--- config.mk ---
export PLATFORM = sky130hd
export DESIGN_NAME = psrl_white_cell
export DESIGN_NICKNAME = d
export VERILOG_FILES = /design/src/rtl/per_source_packet_rate_limiter_core_assert.svh /design/src/rtl/psrl_white_cell.sv
export SDC_FILE = /design/constraint.sdc
export NUM_CORES = 1
export LEC_CHECK = 0
export BUFFER_PORTS_ARGS = -buffer_cell sky130_fd_sc_hd__buf_2
export CORE_MARGIN = 2
export CORE_UTILIZATION = 35
export DETAILED_ROUTE_END_ITERATION = 6
export GPL_ROUTABILITY_DRIVEN = 1
export GPL_TIMING_DRIVEN = 0
export PLACE_DENSITY = 0.67
export SKIP_LAST_GASP = 1
export SYNTH_ARGS = -nofsm -noshare
export SYNTH_HDL_FRONTEND = slang
export SYNTH_SLANG_ARGS = --single-unit
--- constraint.sdc ---
create_clock -name clk -period 1.6 [get_ports clk]
set_input_delay 0.32 -clock clk [delete_from_list [all_inputs] [get_ports clk]]
set_output_delay 0.32 -clock clk [all_outputs]
set_load 0.05 [all_outputs]
--- src/rtl/per_source_packet_rate_limiter_core_assert.svh ---
// Assertion macros shared by the rate limiter RTL.
// Expects signals named clk and arst_n in the including scope.
`ifndef PER_SOURCE_PACKET_RATE_LIMITER_CORE_ASSERT_SVH
`define PER_SOURCE_PACKET_RATE_LIMITER_CORE_ASSERT_SVH

// Same-cycle implication, disabled during reset.
`define PSRL_ASSERT_IMPL(label, ante, cons, msg) \
	label: assert property (@(posedge clk) disable iff (!arst_n) (ante) |-> (cons)) \
		else $error(msg);

// Next-cycle implication, disabled during reset.
`define PSRL_ASSERT_NEXT(label, ante, cons, msg) \
	label: assert property (@(posedge clk) disable iff (!arst_n) (ante) |=> (cons)) \
		else $error(msg);

`endif

--- src/rtl/psrl_white_cell.sv ---
// One whitelist entry: address, valid bit, match and first-free chain link.
// Standalone module, no dependencies.
`timescale 1ns / 1ps
`default_nettype none
module psrl_white_cell (
	input  wire logic        clk,
	input  wire logic        arst_n,
	input  wire logic [31:0] src,
	input  wire logic        taken_in,
	output logic             taken_out,
	output logic             hit,
	output logic             first_free,
	input  wire logic        wr_en
);
	logic [31:0] addr_q;
	logic        valid_q;

	assign hit        = valid_q && (addr_q == src);
	assign first_free = !valid_q && !taken_in;
	assign taken_out  = taken_in || !valid_q;

	always_ff @(posedge clk or negedge arst_n) begin
		if (!arst_n) begin
			valid_q <= 1'b0;
		end else if (wr_en) begin
			valid_q <= 1'b1;
		end
	end

	always_ff @(posedge clk) begin
		if (wr_en) begin
			addr_q <= src;
		end
	end
endmodule
`default_nettype wire

== Word level (Yosys, flattened, before mapping) ==
Cells that the tools add are included.
Widths: inputs -> output; s select.

* Equal/unequal tests: 1
* Reduce and logical (&&, ||, !) cells: 5

{| class="wikitable"
|+ Operators with widths
! cell !! number
|-
| $eq 32x32->1 || 1
|-
| $logic_and 1x1->1 || 2
|-
| $logic_not 1->1 || 2
|-
| $logic_or 1x1->1 || 1
|}

* Register bits after elaboration: 33
* Input bits: 36
* Output and inout port bits: 3
* Word-level logic and storage cells: 8

== Depth between registers and ports, before layout ==
Gate-level depths: netlist of the first run.

* Depth in word-level cells: 2
* Mapped depth: 4
* Depth with buffers taken out: 4

== Worst setup path before layout of the first run ==
Ideal clock, no wire load.

* Kind: register to output
* Start: register addr_q[15]
* End: output port hit
* Arrival time: 1577 ps
* Slack: -297 ps
* Stages on the path, launching flop included: 5
* Cells stage by stage: edfxtp_1 > xor2_1 > nor4_1 > nand4_1 > nor3_2

* Cells in the longest elaborated chain, start to end: 2

{| class="wikitable"
|+ Ends and longest elaborated chain
! what !! line !! text
|-
| from (decl) || psrl_white_cell.sv:15 || <nowiki>logic [31:0] addr_q;</nowiki>
|-
| from (signal assigned) || psrl_white_cell.sv:32 || <nowiki>addr_q <= src;</nowiki>
|-
| $eq 32x32->1 || psrl_white_cell.sv:18 || <nowiki>assign hit = valid_q && (addr_q == src);</nowiki>
|-
| $logic_and 1x1->1 || psrl_white_cell.sv:18 ||
|-
| to (decl) || psrl_white_cell.sv:11 || <nowiki>output logic hit,</nowiki>
|}

Every way passes these cells.

== Final worst setup path of the first run ==
* Start: register addr_q[7]
* End: output port hit

The elaborated chain is that of the path after synthesis.

==> metrics.csv, run 1 <==
stage,metric,value,unit
sta,tns,-397,ps
final_layout,syn2layout_area_growth,28.4,%
sta,max_freq,501,MHz
hold_path,min_path_cells,1,
routing,num_vias,796,
sta,tightest_slew,713,ps
sta,finalCriticalPeriod,2000,ps
routing,wl,2.27,mm
die,die-height,66.3,um
logic_synthesis,ys_types,12,
status,status,finished with violations,
worst_setup_path,path_class,flip-flop to output pin,
worst_setup_path,cp-start-kind,flip-flop,
placement,dp_slack,-334,ps
clock_tree,cts-root-buf,clkbuf_8,
global_routing,grt_use_met3,0.0528,
worst_setup_path,cpLargestDelayFamily,simple AND/OR/NAND/NOR gates,
global_routing,grt_usage,0.119,
worst_setup_path,reg2reg_depth,1,
status,violations,negative setup slack,
final_layout,diodes,0,
routing,firstDrtPassIters,2,
routing,drc_errors,0,
placement,dp_hpwl,1.63,mm
final_layout,fill_cells,343,
global_routing,first_global_vias,841,
sta,setup_slack,-397,ps
power_and_ir_drop,leakage,0.687,nW
worst_setup_path,crit_path_top_delay_cell,edfxtp_1,
logic_synthesis,synth.avg_cell_area,17.0,um2
logic_synthesis,seq_area_frac_synth,0.726,
sta,setup_viol,1,
die,die_w,66.3,um
placement,io_buffers,38,
clock_tree,clock_path_buffers,2,
worst_setup_path,arrival,1680,ps
final_layout,fin_cells,175,
worst_setup_path,cp.buffers_inverters,1,
sta,max_slew_margin,0.525,
worst_setup_path,crit_fanout,1,
routing,drt_iter0_drc,50,
sta,finalHoldViolCount,0,
global_routing,use_met1,0.127,
global_routing,grt_overflow,0,
global_routing,grt_max_degree,34,
final_layout,drive_above_1_share,0.402,
routing,wl_per_cell,13.0,um
final_layout,seq_area,986,um2
power_and_ir_drop,peakVddDrop,0.648,mV
job,max_cap_violations,0,
global_routing,grt_antenna_before_repair,0,
sta,rsz0062_at_grt,true,
die,die_area,4390,um2
sta,finClkSkew,0,ps
final_layout,multi_input_area,409,um2
placement,dp.cells,166,
clock_tree,cts_buffers,5,
logic_synthesis,ys_seq_elements,33,
global_routing,grt_pass1_wl,3.71,mm
logic_synthesis,synth_area,1360,um2
die,initial_core_util,0.368,
worst_setup_path,path_depth,5,
global_routing,grt.busiest_layer,met2,
clock_tree,htreeDepth,2,
routing,viasPerCell,4.55,
routing,ant_nets,0,
power_and_ir_drop,p_per_area,1040,nW/um2
die,rows,22,
placement,place_congestion,0.638,
sta,hold_ws,235,ps
power_and_ir_drop,total_power,1.81,mW
worst_setup_path,crit_chain,xor2_1 -> nor4_2 -> nand3_1 -> nor3_4 -> buf_6,
worst_setup_path,cpPeakStageDelay,380,ps
logic_synthesis,netlist_instances,80,
sta,min_period_over_period,1.25,
die,coreArea,3690,um2
worst_setup_path,cp-end-kind,output pin,
global_routing,met2_usage,0.200,
final_layout,nNetsFinal,162,
worst_setup_path,cp.required,1280,ps
clock_tree,clk_pin_slew,70,ps
final_layout,final_cell_mix,"37 x buf_2, 32 x edfxtp_1, 31 x xor2_1, 5 x nor4_2, 5 x clkbuf_8",
hold_path,hp-class,input pin to flip-flop,
sta,maxSlewViolCount,0,
clock_tree,cts_sinks,33,
clock_tree,cts_tree,yes,
final_layout,final_common_cell,buf_2,
clock_tree,worstSkewPairLatency,280,ps
die,pin_count,39,
logic_synthesis,ys_warn_count,0,
logic_synthesis,syn_nets,116,
clock_tree,postCtsSetupBuffers,0,
[kinds of logic after synthesis]
group / count (synthesis) / share of synthesized area
DFF: 33 / 0.726
xor gates and xnor gates: 32 / 0.206
and+or+nand+nor: 15 / 0.0673
[path summary, 6_finish.rpt]
kind | start | to | slack [ps]
max in group asynchronous | arst_n | valid_q$_DFFE_PN0P_ | 1180
min reg2reg | valid_q$_DFFE_PN0P_ | valid_q$_DFFE_PN0P_ | 540
max | addr_q[7]$_DFFE_PP_ | hit | -400
min | src[3] | addr_q[3]$_DFFE_PP_ | 240
max reg2reg | valid_q$_DFFE_PN0P_ | valid_q$_DFFE_PN0P_ | 780
min in group asynchronous | arst_n | valid_q$_DFFE_PN0P_ | 330
[per-stage QoR]
stage               utilization  instance area [um2]
floorplan                     -                 1360
CTS                       0.471                 1740
global route              0.473                 1740
global placement          0.438                 1610
detailed placement        0.438                 1610
finish                    0.473                 1740
[cell usage after synthesis]
cell type | count | area (um2)
or2_2 | 1 | 6.26
nand2b_1 | 1 | 6.26
nor3_2 | 1 | 10.0
nor2_1 | 1 | 3.75
nand4_1 | 1 | 6.26
nand3_1 | 2 | 10.0
xnor2_1 | 1 | 8.76
xor2_1 | 31 | 272
dfrtp_1 | 1 | 25.0
edfxtp_1 | 32 | 961
nor3_1 | 1 | 5.00
nor4_1 | 7 | 43.8
[power by group]
group	switching [mW]	internal [mW]	total, mW
clock	0.286	0.292	0.578
combinational	0.0965	0.0837	0.180
sequential	0.0271	1.02	1.05
[layout make-up]
class,count,share of cell area
Tap cell,48,0.0345
Clock inverter,3,0.00718
Clock buffer,5,0.0395
Timing Repair Buffer,39,0.118
Sequential cell,33,0.566
Multi-Input combinational cell,47,0.235
[registers in the layout, indices dropped and copies added (netlist names)]
signal   count
addr_q      32
valid_q      1
[routing by layer]
metal  wire (um)  vias to the layer above
li1            -                      388
met1         950                      377
met2        1140                       26
met3         154                        5
met4          26                        0
met5           0                        -
[timing repair]
| action | 4_1_cts | 5_1_grt |
|---|---|---|
| hold buffers | 1 | 0 |
| endpoints found under the hold margin | 1 | 0 |
| resized for setup | 6 | 1 |
| pin swaps | 2 | 5 |
| endpoints found under the setup margin | 1 | 1 |
No activity file was read; power rests on OpenSTA's default activity.
==> run 2: changes to the inputs <==
Settings changed: CORE_MARGIN 2 to 3.
==> metrics.csv, run 2 (same netlist as run 1, synthesis figures left out) <==
stage,metric,value,unit,change
status,status,finished with violations,,unchanged
status,violations,negative setup slack,,unchanged
sta,max_slew_margin,0.530,,was 0.525
sta,max_freq,496,MHz,was 501 MHz
routing,ant_nets,0,,unchanged
worst_setup_path,crit_chain,xor2_1 -> nor4_2 -> nand4_1 -> nor3_4 -> buf_6,,was xor2_1 -> nor4_2 -> nand3_1 -> nor3_4 -> buf_6
worst_setup_path,cp-end-kind,output pin,,unchanged
sta,setup_slack,-417,ps,was -397 ps
final_layout,syn2layout_area_growth,30.9,%,was 28.4%
final_layout,final_common_cell,buf_2,,unchanged
final_layout,largest-register,addr_q,,unchanged
final_layout,largest_reg_flops,32,,unchanged
job,max_cap_violations,0,,unchanged
die,coreArea,3690,um2,unchanged
die,initial_core_util,0.368,,unchanged
worst_setup_path,cpPeakStageDelay,390,ps,was 380 ps
global_routing,grt_antenna_before_repair,0,,unchanged
clock_tree,cts_sinks,33,,unchanged
routing,wl,2.25,mm,was 2.27 mm
worst_setup_path,cp.required,1280,ps,about the same
global_routing,grt_max_degree,34,,unchanged
routing,wl_per_cell,12.9,um,was 13.0 um
power_and_ir_drop,p_per_area,1120,nW/um2,was 1040 nW/um2
sta,rsz0062_at_grt,true,,unchanged
placement,io_buffers,38,,unchanged
routing,firstDrtPassIters,4,,was 2
die,die-height,68.3,um,was 66.3 um
routing,drt_iter0_drc,35,,was 50
worst_setup_path,crit_fanout,1,,unchanged
sta,finClkSkew,0,ps,unchanged
final_layout,fill_cells,341,,was 343
global_routing,grt_usage,0.108,,was 0.119
final_layout,diodes,0,,unchanged
clock_tree,htreeDepth,2,,unchanged
placement,place_congestion,0.629,,was 0.638
sta,tns,-417,ps,was -397 ps
die,die_w,68.3,um,was 66.3 um
power_and_ir_drop,total_power,2.00,mW,was 1.81 mW
sta,finalCriticalPeriod,2020,ps,was 2000 ps
clock_tree,clk_pin_slew,70,ps,about the same
clock_tree,postCtsSetupBuffers,0,,unchanged
routing,viasPerCell,4.43,,was 4.55
global_routing,first_global_vias,785,,was 841
worst_setup_path,path_class,flip-flop to output pin,,unchanged
worst_setup_path,cpLargestDelayFamily,simple AND/OR/NAND/NOR gates,,unchanged
worst_setup_path,cp.buffers_inverters,1,,unchanged
die,rows,22,,unchanged
final_layout,fin_cells,175,,unchanged
clock_tree,clock_path_buffers,2,,unchanged
die,pin_count,39,,unchanged
clock_tree,cts-root-buf,clkbuf_8,,unchanged
final_layout,nNetsFinal,162,,unchanged
final_layout,drive_above_1_share,0.417,,was 0.402
routing,num_vias,775,,was 796
hold_path,hp-class,input pin to flip-flop,,unchanged
global_routing,grt_overflow,0,,unchanged
clock_tree,cts_tree,yes,,unchanged
worst_setup_path,arrival,1700,ps,was 1680 ps
clock_tree,cts_buffers,5,,unchanged
sta,setup_viol,1,,unchanged
sta,min_period_over_period,1.26,,was 1.25
worst_setup_path,crit_path_top_delay_cell,edfxtp_1,,unchanged
global_routing,grt_pass1_wl,3.53,mm,was 3.71 mm
placement,dp_hpwl,1.72,mm,was 1.63 mm
placement,dp.cells,166,,unchanged
sta,finalHoldViolCount,0,,unchanged
routing,drc_errors,0,,unchanged
final_layout,final_cell_mix,"37 x buf_2, 32 x edfxtp_1, 31 x xor2_1, 5 x nor4_2, 5 x clkbuf_8",,unchanged
worst_setup_path,cp-start-kind,flip-flop,,unchanged
final_layout,largestRegisters,"addr_q (32), valid_q (1)",,unchanged
sta,maxSlewViolCount,0,,unchanged
power_and_ir_drop,leakage,0.698,nW,was 0.687 nW
die,die_area,4660,um2,was 4390 um2
clock_tree,worstSkewPairLatency,270,ps,was 280 ps
sta,tightest_slew,704,ps,was 713 ps
power_and_ir_drop,peakVddDrop,0.752,mV,was 0.648 mV
## run 2: cell count changes in the layout (fill, tap and decap cells not counted), sizes merged
cell / before / now
bufinv: 0 / 1
clkinvlp: 0 / 1
clkinv: 3 / 1
## run 2: cell type report
class	count	area (um2)	share of cell area
repair buffers	39	206	0.116
clock buffers	5	68.8	0.0387
well taps	48	60.1	0.0338
clock inverters	3	46.3	0.0261
multi-input cells	47	409	0.230
flip-flops and latches	33	986	0.555
## run 2: repair_timing
| item | in CTS | in global routing |
|---|---|---|
| setup endpoints to repair | 1 | 1 |
| gates resized for setup | 5 | 2 |
| hold buffers | 1 | 0 |
| pin swaps | 3 | 2 |
| endpoints found under the hold margin | 1 | 0 |
## run 2: path summary, 6_finish.rpt
path | to | slack (ps) | depth (start not counted) | startpoint
setup / recovery | hit | -420 | 5 | addr_q[15]$_DFFE_PP_
hold / removal | addr_q[31]$_DFFE_PP_ | 240 | 1 | src[31]
setup reg to reg | valid_q$_DFFE_PN0P_ | 780 | 1 | valid_q$_DFFE_PN0P_
hold reg to reg | valid_q$_DFFE_PN0P_ | 530 | 1 | valid_q$_DFFE_PN0P_
max in group asynchronous | valid_q$_DFFE_PN0P_ | 1180 | 2 | arst_n
min in group asynchronous | valid_q$_DFFE_PN0P_ | 340 | 2 | arst_n
## run 2: power breakdown
part | switching (mW) | internal (mW) | leakage (nW)
clock network | 0.300 | 0.466 | 0.0543
logic | 0.0953 | 0.0837 | 0.322
registers | 0.0275 | 1.02 | 0.322
total | 0.423 | 1.57 | 0.698
## run 2: layer usage
metal	vias to the layer above	GRT usage	part of all wire
li1	384	-	-
met4	0	0.0372	0
met2	22	0.171	0.51
met3	0	0.0542	0.065
met5	-	0	0
met1	369	0.128	0.42
## run 2: through the flow
step / cell area (um2) / hold slack, ps / setup slack (ps) / utilization
3_5_place_dp: 1610 / 99.0 / -348 / 0.438
3_3_place_gp: 1610 / 95.6 / -364 / 0.438
6_report: 1780 / 236 / -417 / 0.482
2_1_floorplan: 1360 / 24.4 / -116 / -
5_1_grt: 1780 / 218 / -518 / 0.482
4_1_cts: 1760 / 224 / -455 / 0.478
